<file path="src/rtl/tss_pkg.sv">
// ----------------------------------------------------------------------------
// tss_pkg
// Shared types, constants and helpers of the task slot scheduler.
// ----------------------------------------------------------------------------
package tss_pkg;

  localparam int TASK_SLOTS = 8;
  localparam int SLOT_W     = (TASK_SLOTS > 1) ? $clog2(TASK_SLOTS) : 1;
  localparam int KIND_W     = 3;
  localparam int DELAY_W    = 32;
  localparam int ID_W       = 3;

  typedef logic [SLOT_W-1:0] slot_t;

  localparam slot_t SLOT_LAST = slot_t'(TASK_SLOTS - 1);

  typedef enum logic [1:0] {
    ST_FREE     = 2'd0,
    ST_READY    = 2'd1,
    ST_RUNNING  = 2'd2,
    ST_SLEEPING = 2'd3
  } slot_state_t;

  typedef enum logic [KIND_W-1:0] {
    KIND_CREATE   = 3'd0,
    KIND_SLEEP    = 3'd1,
    KIND_TICK     = 3'd2,
    KIND_SCHEDULE = 3'd3,
    KIND_START    = 3'd4
  } kind_t;

  typedef enum logic [3:0] {
    CS_IDLE,
    CS_DECODE,
    CS_CREATE,
    CS_SLEEP,
    CS_TICK,
    CS_TICK_TAIL,
    CS_SCHED,
    CS_START,
    CS_DEMOTE,
    CS_PROMOTE,
    CS_FINISH
  } ctrl_state_t;

  typedef enum logic [1:0] {
    SEL_PTR,
    SEL_RUN,
    SEL_PREV
  } sel_t;

  typedef struct packed {
    logic        capture;
    sel_t        sel;
    logic        ptr_zero;
    logic        ptr_base;
    logic        ptr_idx;
    logic        ptr_inc;
    logic        steps_clr;
    logic        st_wr;
    slot_state_t st_val;
    logic        cnt_wr_zero;
    logic        cnt_wr_delay;
    logic        tick_step;
    logic        tick_tail;
    logic        run_set;
    logic        res_clr;
    logic        res_fail;
    logic        res_id;
    logic        out_load;
  } dp_cmd_t;

  typedef struct packed {
    logic [KIND_W-1:0] kind;
    logic              idx_oob;
    slot_state_t       st_rd;
    logic              run_valid;
    logic              run_match;
    logic              ptr_last;
    logic              steps_last;
    logic              out_free;
  } dp_stat_t;

  function automatic logic [ID_W-1:0] slot_to_id(input slot_t s);
    logic [SLOT_W+ID_W-1:0] w;
    w = {{ID_W{1'b0}}, s};
    return w[ID_W-1:0];
  endfunction

  function automatic slot_t id_to_slot(input logic [ID_W-1:0] id);
    logic [SLOT_W+ID_W-1:0] w;
    w = {{SLOT_W{1'b0}}, id};
    return w[SLOT_W-1:0];
  endfunction

  function automatic slot_t slot_next(input slot_t s);
    return (s == SLOT_LAST) ? slot_t'(0) : slot_t'(s + 1'b1);
  endfunction

endpackage

</file>
<file path="src/rtl/tss_ram.sv">
// ----------------------------------------------------------------------------
// tss_ram
// Generic single write port, single read port RAM with registered read.
// ----------------------------------------------------------------------------
module tss_ram #(
  parameter int WIDTH = 32,
  parameter int DEPTH = 8
) (
  input  logic                                   clk,
  input  logic                                   we,
  input  logic [((DEPTH > 1) ? $clog2(DEPTH) : 1)-1:0] waddr,
  input  logic [WIDTH-1:0]                       wdata,
  input  logic [((DEPTH > 1) ? $clog2(DEPTH) : 1)-1:0] raddr,
  output logic [WIDTH-1:0]                       rdata
);

  logic [WIDTH-1:0] mem [DEPTH];

  always_ff @(posedge clk) begin
    if (we) begin
      mem[waddr] <= wdata;
    end
    rdata <= mem[raddr];
  end

endmodule

</file>
<file path="src/rtl/tss_datapath.sv">
// ----------------------------------------------------------------------------
// tss_datapath
// Slot table, sleep count memory, running index, scan pointer and result
// registers of the task slot scheduler.
// ----------------------------------------------------------------------------
module tss_datapath
  import tss_pkg::*;
(
  input  logic                clk,
  input  logic                rst,
  input  logic [KIND_W-1:0]   kind,
  input  logic [DELAY_W-1:0]  delay_ticks,
  input  logic [ID_W-1:0]     task_index,
  input  dp_cmd_t             cmd,
  output dp_stat_t            stat,
  output logic                out_valid,
  input  logic                out_ready,
  output logic                status,
  output logic [ID_W-1:0]     task_id,
  output logic                resched
);

  slot_state_t         slot_state [TASK_SLOTS];
  slot_t               running_index;
  logic                running_valid;
  slot_t               ptr;
  slot_t               steps;
  slot_t               tick_prev;
  logic                tick_live;
  logic [KIND_W-1:0]   kind_q;
  logic [DELAY_W-1:0]  delay_q;
  logic [ID_W-1:0]     idx_q;
  logic                res_status;
  logic [ID_W-1:0]     res_id;
  logic                res_resched;

  slot_t               sel_addr;
  slot_state_t         st_rd;
  logic                ram_we;
  slot_t               ram_waddr;
  logic [DELAY_W-1:0]  ram_wdata;
  logic [DELAY_W-1:0]  ram_rdata;
  logic [DELAY_W-1:0]  cnt_dec;
  logic                tick_proc;
  logic                tick_sleeping;
  logic                tick_wake;

  always_comb begin
    unique case (cmd.sel)
      SEL_PTR:  sel_addr = ptr;
      SEL_RUN:  sel_addr = running_index;
      SEL_PREV: sel_addr = tick_prev;
      default:  sel_addr = ptr;
    endcase
  end

  assign st_rd         = slot_state[sel_addr];
  assign cnt_dec       = ram_rdata - 1'b1;
  assign tick_proc     = (cmd.tick_step | cmd.tick_tail) & tick_live;
  assign tick_sleeping = tick_proc & (st_rd == ST_SLEEPING);
  assign tick_wake     = tick_sleeping & (cnt_dec == '0);

  always_comb begin
    ram_we    = 1'b0;
    ram_waddr = ptr;
    ram_wdata = '0;
    if (tick_sleeping) begin
      ram_we    = 1'b1;
      ram_waddr = tick_prev;
      ram_wdata = cnt_dec;
    end else if (cmd.cnt_wr_delay) begin
      ram_we    = 1'b1;
      ram_waddr = running_index;
      ram_wdata = delay_q;
    end else if (cmd.cnt_wr_zero) begin
      ram_we    = 1'b1;
      ram_waddr = ptr;
      ram_wdata = '0;
    end
  end

  tss_ram #(
    .WIDTH (DELAY_W),
    .DEPTH (TASK_SLOTS)
  ) u_count_ram (
    .clk   (clk),
    .we    (ram_we),
    .waddr (ram_waddr),
    .wdata (ram_wdata),
    .raddr (ptr),
    .rdata (ram_rdata)
  );

  always_ff @(posedge clk) begin
    if (rst) begin
      for (int i = 0; i < TASK_SLOTS; i++) begin
        slot_state[i] <= ST_FREE;
      end
      running_index <= '0;
      running_valid <= 1'b0;
      tick_live     <= 1'b0;
      out_valid     <= 1'b0;
    end else begin
      if (tick_wake) begin
        slot_state[tick_prev] <= ST_READY;
      end else if (cmd.st_wr) begin
        slot_state[sel_addr] <= cmd.st_val;
      end
      if (cmd.run_set) begin
        running_index <= ptr;
        running_valid <= 1'b1;
      end
      if (cmd.tick_step) begin
        tick_live <= 1'b1;
      end else begin
        tick_live <= 1'b0;
      end
      if (cmd.out_load) begin
        out_valid <= 1'b1;
      end else if (out_ready) begin
        out_valid <= 1'b0;
      end
    end
  end

  always_ff @(posedge clk) begin
    if (cmd.capture) begin
      kind_q  <= kind;
      delay_q <= delay_ticks;
      idx_q   <= task_index;
    end
    if (cmd.ptr_zero) begin
      ptr <= '0;
    end else if (cmd.ptr_base) begin
      ptr <= running_valid ? slot_next(running_index) : slot_t'(0);
    end else if (cmd.ptr_idx) begin
      ptr <= id_to_slot(idx_q);
    end else if (cmd.ptr_inc || cmd.tick_step) begin
      ptr <= slot_next(ptr);
    end
    if (cmd.steps_clr) begin
      steps <= '0;
    end else if (cmd.ptr_inc) begin
      steps <= slot_t'(steps + 1'b1);
    end
    if (cmd.tick_step) begin
      tick_prev <= ptr;
    end
    if (cmd.res_clr) begin
      res_status  <= 1'b0;
      res_id      <= '0;
      res_resched <= 1'b0;
    end else begin
      if (cmd.res_fail) begin
        res_status <= 1'b1;
      end
      if (cmd.res_id) begin
        res_id <= slot_to_id(ptr);
      end
      if (tick_wake) begin
        res_resched <= 1'b1;
      end
    end
    if (cmd.out_load) begin
      status  <= res_status;
      task_id <= res_id;
      resched <= res_resched;
    end
  end

  assign stat.kind       = kind_q;
  assign stat.idx_oob    = (32'(idx_q) >= TASK_SLOTS);
  assign stat.st_rd      = st_rd;
  assign stat.run_valid  = running_valid;
  assign stat.run_match  = (running_index == ptr);
  assign stat.ptr_last   = (ptr == SLOT_LAST);
  assign stat.steps_last = (steps == SLOT_LAST);
  assign stat.out_free   = ~out_valid | out_ready;

endmodule

</file>
<file path="src/rtl/tss_ctrl.sv">
// ----------------------------------------------------------------------------
// tss_ctrl
// Sequencer of the task slot scheduler: decodes the event and steps the
// datapath through its slot scans.
// ----------------------------------------------------------------------------
module tss_ctrl
  import tss_pkg::*;
(
  input  logic     clk,
  input  logic     rst,
  input  logic     in_valid,
  output logic     in_ready,
  input  dp_stat_t stat,
  output dp_cmd_t  cmd
);

  ctrl_state_t state;
  ctrl_state_t state_next;

  always_ff @(posedge clk) begin
    if (rst) begin
      state <= CS_IDLE;
    end else begin
      state <= state_next;
    end
  end

  always_comb begin
    state_next = state;
    cmd        = '0;
    in_ready   = 1'b0;
    unique case (state)
      CS_IDLE: begin
        in_ready    = 1'b1;
        cmd.capture = in_valid;
        if (in_valid) begin
          state_next = CS_DECODE;
        end
      end
      CS_DECODE: begin
        cmd.res_clr = 1'b1;
        case (stat.kind)
          KIND_CREATE: begin
            cmd.ptr_zero = 1'b1;
            state_next   = CS_CREATE;
          end
          KIND_SLEEP: begin
            state_next = CS_SLEEP;
          end
          KIND_TICK: begin
            cmd.ptr_zero = 1'b1;
            state_next   = CS_TICK;
          end
          KIND_SCHEDULE: begin
            cmd.ptr_base  = 1'b1;
            cmd.steps_clr = 1'b1;
            state_next    = CS_SCHED;
          end
          KIND_START: begin
            cmd.ptr_idx = 1'b1;
            state_next  = CS_START;
          end
          default: begin
            state_next = CS_FINISH;
          end
        endcase
      end
      CS_CREATE: begin
        cmd.sel = SEL_PTR;
        if (stat.st_rd == ST_FREE) begin
          cmd.st_wr       = 1'b1;
          cmd.st_val      = ST_READY;
          cmd.cnt_wr_zero = 1'b1;
          cmd.res_id      = 1'b1;
          state_next      = CS_FINISH;
        end else if (stat.ptr_last) begin
          cmd.res_fail = 1'b1;
          state_next   = CS_FINISH;
        end else begin
          cmd.ptr_inc = 1'b1;
        end
      end
      CS_SLEEP: begin
        cmd.sel = SEL_RUN;
        if (stat.run_valid && stat.st_rd == ST_RUNNING) begin
          cmd.st_wr        = 1'b1;
          cmd.st_val       = ST_SLEEPING;
          cmd.cnt_wr_delay = 1'b1;
        end else begin
          cmd.res_fail = 1'b1;
        end
        state_next = CS_FINISH;
      end
      CS_TICK: begin
        cmd.sel       = SEL_PREV;
        cmd.tick_step = 1'b1;
        if (stat.ptr_last) begin
          state_next = CS_TICK_TAIL;
        end
      end
      CS_TICK_TAIL: begin
        cmd.sel       = SEL_PREV;
        cmd.tick_tail = 1'b1;
        state_next    = CS_FINISH;
      end
      CS_SCHED: begin
        cmd.sel = SEL_PTR;
        if (stat.st_rd == ST_READY) begin
          state_next = CS_DEMOTE;
        end else if (stat.steps_last) begin
          cmd.res_fail = 1'b1;
          state_next   = CS_FINISH;
        end else begin
          cmd.ptr_inc = 1'b1;
        end
      end
      CS_START: begin
        cmd.sel = SEL_PTR;
        if (stat.idx_oob) begin
          cmd.res_fail = 1'b1;
          state_next   = CS_FINISH;
        end else if (stat.st_rd == ST_RUNNING && stat.run_valid && stat.run_match) begin
          cmd.res_id = 1'b1;
          state_next = CS_FINISH;
        end else if (stat.st_rd == ST_READY) begin
          state_next = CS_DEMOTE;
        end else begin
          cmd.res_fail = 1'b1;
          state_next   = CS_FINISH;
        end
      end
      CS_DEMOTE: begin
        cmd.sel = SEL_RUN;
        if (stat.run_valid && stat.st_rd == ST_RUNNING) begin
          cmd.st_wr  = 1'b1;
          cmd.st_val = ST_READY;
        end
        state_next = CS_PROMOTE;
      end
      CS_PROMOTE: begin
        cmd.sel     = SEL_PTR;
        cmd.st_wr   = 1'b1;
        cmd.st_val  = ST_RUNNING;
        cmd.run_set = 1'b1;
        cmd.res_id  = 1'b1;
        state_next  = CS_FINISH;
      end
      CS_FINISH: begin
        if (stat.out_free) begin
          cmd.out_load = 1'b1;
          state_next   = CS_IDLE;
        end
      end
      default: begin
        state_next = CS_IDLE;
      end
    endcase
  end

endmodule

</file>
<file path="src/rtl/task_slot_scheduler_top.sv">
// ----------------------------------------------------------------------------
// task_slot_scheduler_top
// Round-robin task slot scheduler with sleep counts: create, sleep, tick,
// schedule and start events, one result per event.
// ----------------------------------------------------------------------------
// One event is taken at a time and yields one result. The slot table is
// visited one slot per cycle by the sequencer. The sleep count memory has a
// registered read, so the tick scan runs one slot behind its read.
// A new event is accepted in the cycle after a result is loaded, even while
// that result still waits at the output register.
module task_slot_scheduler_top
  import tss_pkg::*;
(
  input  logic               clk,
  input  logic               rst,
  input  logic               in_valid,
  output logic               in_ready,
  input  logic [KIND_W-1:0]  kind,
  input  logic [DELAY_W-1:0] delay_ticks,
  input  logic [ID_W-1:0]    task_index,
  output logic               out_valid,
  input  logic               out_ready,
  output logic               status,
  output logic [ID_W-1:0]    task_id,
  output logic               resched
);

  dp_cmd_t  cmd;
  dp_stat_t stat;

  tss_ctrl u_ctrl (
    .clk      (clk),
    .rst      (rst),
    .in_valid (in_valid),
    .in_ready (in_ready),
    .stat     (stat),
    .cmd      (cmd)
  );

  tss_datapath u_datapath (
    .clk         (clk),
    .rst         (rst),
    .kind        (kind),
    .delay_ticks (delay_ticks),
    .task_index  (task_index),
    .cmd         (cmd),
    .stat        (stat),
    .out_valid   (out_valid),
    .out_ready   (out_ready),
    .status      (status),
    .task_id     (task_id),
    .resched     (resched)
  );

endmodule

</file>
<file path="config.mk">
export PLATFORM = sky130hd
export DESIGN_NAME = task_slot_scheduler_top
export DESIGN_NICKNAME = d
export VERILOG_FILES = /design/src/rtl/tss_pkg.sv /design/src/rtl/tss_ram.sv /design/src/rtl/tss_datapath.sv /design/src/rtl/tss_ctrl.sv /design/src/rtl/task_slot_scheduler_top.sv
export SDC_FILE = /design/constraint.sdc
export NUM_CORES = 1
export LEC_CHECK = 0
export ABC_CLOCK_PERIOD_IN_PS = 7500
export BUFFER_PORTS_ARGS = -buffer_cell sky130_fd_sc_hd__buf_2
export CORE_MARGIN = 4
export CORE_UTILIZATION = 50
export CTS_CLUSTER_DIAMETER = 150
export DETAILED_ROUTE_END_ITERATION = 7
export PLACE_DENSITY = 0.69
export SETUP_SLACK_MARGIN = 0.5
export SYNTH_ARGS = -nofsm -noshare
export SYNTH_HDL_FRONTEND = slang
export SYNTH_SLANG_ARGS = --single-unit
</file>
<file path="constraint.sdc">
create_clock -name clk -period 7.5 [get_ports clk]
set_input_delay 0 -clock clk [delete_from_list [all_inputs] [get_ports clk]]
set_output_delay 0 -clock clk [all_outputs]
set_load 0.02 [all_outputs]
</file>
Yosys cells after proc, flatten, opt, wreduce, memory -nomap -nowiden. Memory sizes are Yosys's and may differ from the RTL's. A register that Yosys moved wholly into a read port is not among the register bits. Cells that the tools add are included.

Bits in registers: 67. RAM bits: 272. Input bits: 42. Logic and storage cells: 155. Memories: 2.

Memories: u_datapath.u_count_ram.mem (words 8, bits a word 32, rd ports 1, clocked after memory_dff 1, write ports 1, line tss_ram.sv:17) `logic [WIDTH-1:0] mem [DEPTH];`; u_datapath.slot_state (words 8, bits a word 2, rd ports 1, clocked after memory_dff 0, write ports 8, line tss_datapath.sv:23) `slot_state_t slot_state [TASK_SLOTS];`.

Add/subtract/negate cells: 4. Eq/ne operators: 28. Mux-type cells: 82. Bitwise logic cells: 6. Reduce and logical (&&, ||, !) cells: 16.

Operators by type and width (count): 2-to-1 mux 32 bit (2); 2-to-1 mux 1 bit (47); 2-to-1 mux 3 bit (13); case mux 4 bit (9 select lines) (1); zero test 32 bit (1); 2-to-1 mux 4 bit (8); subtractor 32 x 1 -> 32 bit, second input constant (1); case mux 4 bit (5 select lines) (1); == test 4 x 3 -> 1 bit, second input constant (4); == test 3 bit, second input constant (4); == test 4 bit, second input constant (3); case mux 3 bit (4 select lines) (1); OR reduction 2 bit (5); adder 3 x 1 -> 3 bit, second input constant (3); == test 4 x 2 -> 1 bit, second input constant (2); 2-to-1 mux 2 bit (4); == test 2 bit, second input constant (3); == test 3 x 2 -> 1 bit, second input constant (2); != test 2 bit, second input constant (3); != test 3 x 2 -> 1 bit, second input constant (2); case mux 3 bit (2 select lines) (1); AND reduction 5 bit (1); == test 2 x 1 -> 1 bit, second input constant (2); == test 4 x 1 -> 1 bit, second input constant (1); other kinds (17) (21).

Depth between registers and ports, before layout. Gate-level depths: netlist of the first run. An unclocked memory read counts as a cell.

Depth after elaboration: 16. Mapped depth: 18.

Modules after synthesis. Synthesis of the first run repeated with hierarchy kept, for this count alone.

Cell total of the unflattened synthesis: 1000. Area total of the unflattened synthesis: 15859.0 um2.

By module, submodules not included: tss_ram (times used 1, cells each 415, area each 10466.3 um2); tss_datapath (times used 1, cells each 496, area each 4779.6 um2); tss_ctrl (times used 1, cells each 89, area each 613.1 um2).

Least setup slack after synthesis of the first run. Ideal clock, no wire load.

Path kind: register to register. Start: register u_ctrl.state[2]. End: memory u_datapath.u_count_ram.mem[3][0], enable pin. Arrival time: 5361 ps. Data required time: 7039 ps. Setup slack: 1678 ps. Cell stages (with the launch flop): 15. Path buffers: 2. Cell sequence: dfxtp_1 > clkbuf_1 > inv_1 > nor3_1 > inv_1 > ha_1 > clkbuf_1 > a22oi_1 > mux2_2 > o22ai_1 > a31oi_1 > a2111oi_4 > mux2i_1 > a21oi_1 > nor3_1.

Word-level cells in the longest chain between the ends: 14. Elaborated cells on any way between the ends: 32.

Ends and longest elaborated chain: start: declaration (line tss_ctrl.sv:17) `ctrl_state_t state;`; start signal: assignment (line tss_ctrl.sv:24) `state <= state_next;`; == test 4 x 2 -> 1 bit (tied with other cells) (line tss_ctrl.sv:32) `unique case (state)`; OR reduction 2 bit (no source line); case mux 2 bit (2 select lines) (line tss_ctrl.sv:32); == test 2 bit or == test 2 x 1 -> 1 bit (tied branches) (line tss_datapath.sv:49) `unique case (cmd.sel)`; case mux 3 bit (2 select lines) (line tss_datapath.sv:49); memory read (8 x 2 bit); zero test 2 bit or == test 2 bit (tied branches) (line tss_ctrl.sv:70, tss_ctrl.sv:85); 2-to-1 mux 4 bit or logical AND 1 bit (tied branches) (line tss_ctrl.sv:70, tss_ctrl.sv:85); 2-to-1 mux 1 bit (on tied branches) (line tss_ctrl.sv:32, tss_ctrl.sv:85); 2-to-1 mux 1 bit (on tied branches) (line tss_datapath.sv:75, tss_ctrl.sv:32); 2-to-1 mux 1 bit (line tss_datapath.sv:71) `end else if (cmd.cnt_wr_delay) begin`; 2-to-1 mux 1 bit (line tss_datapath.sv:67) `if (tick_sleeping) begin`; 2-to-1 mux 1 bit (line tss_ram.sv:20) `if (we) begin`; 2-to-1 mux 1 bit (implied by the code) (line tss_ram.sv:21) `mem[waddr] <= wdata;`; end: declaration (line tss_ram.sv:17).

Parallel ways exist; a longest one is shown, timed or not.

Final worst setup path of the first run.
Start: register u_ctrl.state[0]. End: memory u_datapath.u_count_ram.mem[7][2], enable pin.

The elaborated chain is that of the path after synthesis.

==> results.toml, run 1 <==
[outcome]
status = "complete, no violations"

[synthesis]
synth-compound-area-share = 0.0539
synth.ff_latch_count = 371
seq_area_frac_synth = 0.684
synthMuxAreaShare = 0.123
synth-simple-area-share = 0.0931
ys_types = 72
synth_area_leaders = "edfxtp_1 62%, mux4_2 9.4%, dfxtp_1 6.8%"
ys.flop_type = "edfxtp_1"
synth_top_family_by_area = "multiplexers"
synth_edf_count = 318
syn_avg_cell_area_um2 = 15.5
synth-xor-area-share = 0.0198
syn-num-nets = 1053
synth_cells = 1001
synth_warnings = 0
synthAdderAreaFrac = 0.00806
yosysTopAreaCell = "edfxtp_1"
netlist_area_um2 = 15500
yosys.area.top_type_share = 0.615
async_reset_ff_frac = 0

[job]
drv_cap = 0

[global_route]
grt_pass1_wl_mm = 51.7
grt_max_degree = 67
grt_use_total = 0.196
antenna_found_initial = 0
grt_pass1_vias = 9065
grt.overflow.total = 0

[pwr]
p_int_w = 0.00444
p_sw_w = 0.00211
swShare = 0.322
ir_worst_vdd_mv = 0.234
pwr-share-comb = 0.276
power_leakage_nw = 5.54
pwr-share-clk = 0.297
p_seq_frac = 0.426
power_density_nw_per_um2 = 366

[setup_path]
endpoint = "u_datapath.u_count_ram.mem[7][2]$_DFFE_PP_"
worstSetupPathType = "register to register"
reg2reg_setup_slack_ns = 1.46
rr_startpoint = "u_ctrl.state[0]$_SDFFE_PP0P_"
rr_endpoint = "u_datapath.u_count_ram.mem[7][2]$_DFFE_PP_"
slowest_delay_ns = 0.88
crit_family = "compound AO/OA/AOI/OAI gates"
path_cells = "inv_1 > nor2_1 > a22oi_1 > nor2_1 > ha_1 > a22oi_1 > o21ai_1 > nand3_1 > a21o_1 > a2111oi_4 > buf_4 > inv_1 > o22ai_1 > a31oi_1 > nor2_4 > buf_4"
slowest_stage = "a2111oi_4"
startpoint_type = "register"
worst-endpoint-required_ns = 7.71
r2r_cells = 16
path_buf_inv = 4
cp.depth = 16
crit_arrival_ns = 6.25
cp_max_fo = 22
startpoint = "u_ctrl.state[0]$_SDFFE_PP0P_"
crit_path_end_kind = "register"

[cells_and_area]
nets = 1145
most-common-layout-cells = "318 x edfxtp_1, 86 x nand2_1, 65 x mux4_2"
layout_commonest_cell = "edfxtp_1"
instances_no_fill = 1518
area.growth.synth_to_final_pct = 15.5
antenna_cells = 0
drive_above_1_share = 0.220

[timing]
finalSetupViolations = 0
tightest_slew_ns = 1.15
period_needed_ns = 6.04
clock_skew_ns = 0.0139
slew_violations = 0
timing.final.crit_share = 0.805
whs_ns = 0.185
finalSetupTns_ns = 0
rsz0062_at_grt = "false"
slew_headroom = 0.232
hold_viol = 0
fmax_mhz = 166

[clock_network]
cts.htree.levels = 2
clock_path_buffers = 3
clkTransAtPathRegs_ns = 0.06
cts_root_buf = "clkbuf_16"
cts_sinks = 371
cts_resized = 0
cts_tree = "done"
cts_made_buffers = 39
insertion_delay_ns = 0.52

[die]
die_w_um = 184
core_um2 = 30600
die_area_um2 = 33900
io_pins = 49
rows = 64
dieHeight_um = 184
start_util = 0.507

[routing]
ant_nets = 0
drt_iter0_drc = 935
drt-total-wl_mm = 32.9
dr.pass1.iters = 7
drc_errors = 0
num_vias = 8987
drt-wirelength-per-cell_um = 21.7
viasPerCell = 5.92

[place]
gp_congestion = 0.843
dp_cells = 1406
dpl.hpwl_mm = 19.7
io_buffers = 48

[hold_path]
holdCritPathClass = "input port to register"
min_from = "delay_ticks[4]"
-- worst reg2reg max path, delay by kind of cell, from the launching register on --
family | cells | cell delay, ns
flip-flops | 1 | 0.54
AO/OA/AOI/OAI | 7 | 2.50
adder cells (fa/ha/maj) | 1 | 0.36
AND/OR/NAND/NOR | 4 | 1.23
buffers and inverters | 4 | 1.09
-- registers in the layout, indices dropped and copies added (netlist names), 3 cells and up --
name and count:
u_datapath.running_index 3, u_datapath.kind_q 3, u_datapath.u_count_ram.rdata 32, u_datapath.steps 3
u_datapath.delay_q 32, u_datapath.res_id 3, u_datapath.u_count_ram.mem 256, u_ctrl.state 4
u_datapath.task_id 3, u_datapath.tick_prev 3, u_datapath.ptr 3, u_datapath.idx_q 3
u_datapath.slot_state 16
-- area by class of cell --
cell class              instances  area [um^2]
repair buffers                101          743
fillers                      2336        12700
clock buffers                  50         1060
multi-input cells             558         4660
inverters                      22         82.6
clock inverters                20          254
well taps                     396          495
flip-flops and latches        371        10600
-- routing by layer --
metal	track usage	vias up	routed length, um
li1	-	4106	-
met4	0.0479	0	678
met2	0.328	279	16200
met1	0.275	4548	14400
met3	0.0280	54	1600
met5	0	-	0
-- synth_stat cells, types with 3 or more instances --
library cell	n
ha_1	10
o22ai_1	4
mux4_2	65
nor2b_1	7
a311oi_1	3
a21oi_1	22
nor4_2	3
edfxtp_1	318
nor4_1	9
xnor2_1	21
or4_1	5
and3_1	9
o21ai_0	48
o211ai_1	6
mux2i_1	8
mux2_2	33
clkbuf_1	40
a21o_1	6
nor2_1	52
o21a_1	3
a211o_1	3
a22oi_1	6
nor3b_1	3
nand3_1	27
and2_1	7
nand3_2	3
xor2_1	14
nand3b_1	4
nand4_1	16
buf_1	9
inv_1	21
dfxtp_1	53
nand2b_1	3
nor3_1	27
a31oi_1	6
and4_1	3
nand2_1	86
-- power groups by stage --
stage                     Sequential, W  Combinational (W)  Clock, W
final                           0.00279            0.00181   0.00195
after global routing            0.00284            0.00197   0.00208
after CTS                       0.00280            0.00181   0.00198
after detailed placement        0.00284            0.00178         0
after global placement          0.00283            0.00176         0
after floorplan                 0.00265            0.00148         0
-- per-stage QoR --
step / util / cell area [um^2] / setup WS (ns) / total power [W]
2_1_floorplan: - / 15500 / 1.68 / 0.00413
3_3_place_gp: 0.529 / 16200 / 1.74 / 0.00459
3_5_place_dp: 0.529 / 16200 / 1.52 / 0.00461
4_1_cts: 0.586 / 17900 / 1.50 / 0.00658
5_1_grt: 0.586 / 17900 / 0.967 / 0.00689
6_report: 0.586 / 17900 / 1.46 / 0.00655
-- logic make-up after synthesis --
family | count (synthesis)
DFF | 371
muxes | 106
and+or+nand+nor | 280
xor gates and xnor gates | 35
adders and majority gates | 10
buffers and inverters | 72
AOI/OAI and AO/OA | 127
-- worst min path at each step --
stage,to,slack (ns),cells past startpoint
floorplan,u_datapath.delay_q[0]$_DFFE_PP_,0.1,0
global placement,u_datapath.idx_q[2]$_DFFE_PP_,0.18,1
detailed placement,u_datapath.delay_q[22]$_DFFE_PP_,0.18,1
CTS,u_datapath.delay_q[31]$_DFFE_PP_,0.16,2
global route,u_datapath.idx_q[2]$_DFFE_PP_,0.18,2
finish,u_datapath.delay_q[4]$_DFFE_PP_,0.19,2
-- what timing repair did --
item | in CTS | in global routing
buffers inserted | 0 | 0
hold buffers | 42 | 0
endpoints found under the hold margin | 48 | 0
endpoints found under the setup margin | 0 | 0
Note: power is estimated with default switching activity, not from simulation.
==> run 2, diff against run 1 <==
Settings changed: ABC_CLOCK_PERIOD_IN_PS 7500 to 5900.
Clock period 7.5 ns to 5.9 ns, I/O delays scaled along.
==> run 2 against run 1 <==
  * Sequential cell count unchanged
  * Critical path depth is 1 lower
  * Sequential share of layout area is 0.37 points lower
  * Power is 28% higher
  * Sequential power grew 26%
  * First-iteration DRC count is 19% lower
  * Setup slack got worse by 0.43 ns
  * Cell area increased by 0.64%
  * Non-clock buffer count is 8 higher
  * Register-to-register slack worse by 0.43 ns
  * Via count up 0.86%
  * Critical endpoint is now u_datapath.slot_state[4][0]$_SDFFCE_PN0P_
  * Largest power group unchanged
==> results.toml, run 2 (synthesized netlist as in run 1, its figures left out) <==
[outcome]
status = "complete, no violations"

[job]
drv_cap = 0

[timing]
hold_viol = 0
rsz0062_at_grt = "false"
finalSetupTns_ns = 0
tightest_slew_ns = 1.09
period_needed_ns = 4.87
fmax_mhz = 205
slew_violations = 0
clock_skew_ns = 0.0331
slew_headroom = 0.274
timing.final.crit_share = 0.826
whs_ns = 0.174
finalSetupViolations = 0

[die]
die_w_um = 184
start_util = 0.507
rows = 64
die_area_um2 = 33900
core_um2 = 30600
io_pins = 49
dieHeight_um = 184

[setup_path]
cp_max_fo = 14
rr_endpoint = "u_datapath.slot_state[4][0]$_SDFFCE_PN0P_"
endpoint = "u_datapath.slot_state[4][0]$_SDFFCE_PN0P_"
worstSetupPathType = "register to register"
reg2reg_setup_slack_ns = 1.03
startpoint = "u_ctrl.state[0]$_SDFFE_PP0P_"
worst-endpoint-required_ns = 6.09
crit_path_end_kind = "register"
startpoint_type = "register"
r2r_cells = 15
rr_startpoint = "u_ctrl.state[0]$_SDFFE_PP0P_"
crit_arrival_ns = 5.06

[routing]
drt_iter0_drc = 759
ant_nets = 0
drt-wirelength-per-cell_um = 21.9
num_vias = 9064
dr.pass1.iters = 5
drt-total-wl_mm = 33.3
viasPerCell = 5.94
drc_errors = 0

[pwr]
swShare = 0.321
pwr-share-comb = 0.279
power_density_nw_per_um2 = 467
p_sw_w = 0.00270
total_power_w = 0.00842
p_int_w = 0.00571
ir_worst_vdd_mv = 0.283
p_seq_frac = 0.418
power_leakage_nw = 5.61
pwr-share-clk = 0.303

[clock_network]
cts.htree.levels = 2
cts_sinks = 371
cts_setup_buffers = 0
cts_root_buf = "clkbuf_16"
insertion_delay_ns = 0.54
cts_resized = 0
cts_tree = "done"
clkTransAtPathRegs_ns = 0.06
cts_made_buffers = 39
clock_path_buffers = 3

[hold_path]
holdCritPathClass = "input port to register"

[global_route]
grt_pass1_wl_mm = 52.2
grt_use_total = 0.199
antenna_found_initial = 0
grt_max_degree = 42
grt_pass1_vias = 9067
grt.overflow.total = 0

[cells_and_area]
layout_commonest_cell = "edfxtp_1"
nets = 1153
area.growth.synth_to_final_pct = 16.2
largest_register_ffs = 256
antenna_cells = 0
most-common-layout-cells = "318 x edfxtp_1, 86 x nand2_1, 65 x mux4_2"
postLayoutCoreUtil = 0.589
drive_above_1_share = 0.227
top_register = "u_datapath.u_count_ram.mem"
reg.largest.list = "u_datapath.u_count_ram.mem: 256 flops, u_datapath.delay_q: 32 flops, u_datapath.u_count_ram.rdata: 32 flops"

[place]
io_buffers = 48
gp_congestion = 0.888
dpl.hpwl_mm = 19.6
-- run 2: changes by cell type in the layout (fill, tap and decap cells not counted) --
| cell | previous run | this run |
|---|---|---|
| clkbuf_1 | 7 | 2 |
| inv_6 | 1 | 0 |
| clkbuf_16 | 39 | 40 |
| clkinv_4 | 0 | 2 |
| buf_4 | 11 | 18 |
| buf_12 | 0 | 1 |
| bufinv_16 | 5 | 6 |
| clkinvlp_4 | 3 | 1 |
| clkinv_1 | 5 | 8 |
-- run 2: area by class of cell --
class,instances,area (um^2)
fill,2352,12600
sequential,371,10600
multi-input combinational,558,4660
clock buffer,46,1060
timing repair buffer,109,816
tap,396,495
clock inverter,23,289
inverter,22,82.6
-- run 2: per-layer routing --
metal / wire, um / up-vias / GRT usage
met5: 0 / - / 0
met4: 916 / 0 / 0.0612
met3: 2000 / 66 / 0.0334
met2: 16000 / 307 / 0.319
met1: 14400 / 4574 / 0.282
li1: - / 4117 / -
-- run 2: what timing repair did --
action                                  CTS  global route
endpoints found under the setup margin    0             0
hold endpoints to repair                 48             0
hold buffers                             42             0
-- run 2: power by group through the flow --
stage | clock network (W) | logic [W] | registers, W
floorplan | 0 | 0.00189 | 0.00336
global placement | 0 | 0.00229 | 0.00356
detailed placement | 0 | 0.00232 | 0.00357
CTS | 0.00261 | 0.00236 | 0.00352
global route | 0.00272 | 0.00257 | 0.00356
finish | 0.00255 | 0.00235 | 0.00352
-- run 2: worst min-delay path by stage --
stage | startpoint | end | depth (start not counted)
floorplan | delay_ticks[0] | u_datapath.delay_q[0]$_DFFE_PP_ | 0
global placement | delay_ticks[12] | u_datapath.delay_q[12]$_DFFE_PP_ | 1
detailed placement | delay_ticks[29] | u_datapath.delay_q[29]$_DFFE_PP_ | 1
CTS | delay_ticks[2] | u_datapath.delay_q[2]$_DFFE_PP_ | 2
global route | delay_ticks[9] | u_datapath.delay_q[9]$_DFFE_PP_ | 2
finish | delay_ticks[13] | u_datapath.delay_q[13]$_DFFE_PP_ | 2
-- run 2: critical path, cell delays in order, from the launching register on --
cell and delay, ns:
dfxtp_1 0.54, inv_1 0.18, nor2_1 0.16, a22oi_1 0.08
nor2_1 0.16, inv_1 0.07, ha_1 0.30, a22oi_1 0.24
o21a_1 0.48, nand3_1 0.13, a21o_1 0.27, and2_1 0.23
nor4_1 0.38, and2_0 0.59, o21ai_0 0.36, o211ai_1 0.35
-- run 2: metrics by stage --
| stage | worst slack (ns) | area, um^2 | cells |
|---|---|---|---|
| final | 1.03 | 18000 | 1525 |
| after global routing | 0.609 | 18000 | 1525 |
| after CTS | 1.08 | 18000 | 1525 |
| after detailed placement | 1.13 | 16300 | 1414 |
| after global placement | 1.31 | 16300 | 1414 |
| after floorplan | 0.0776 | 15500 | 1001 |
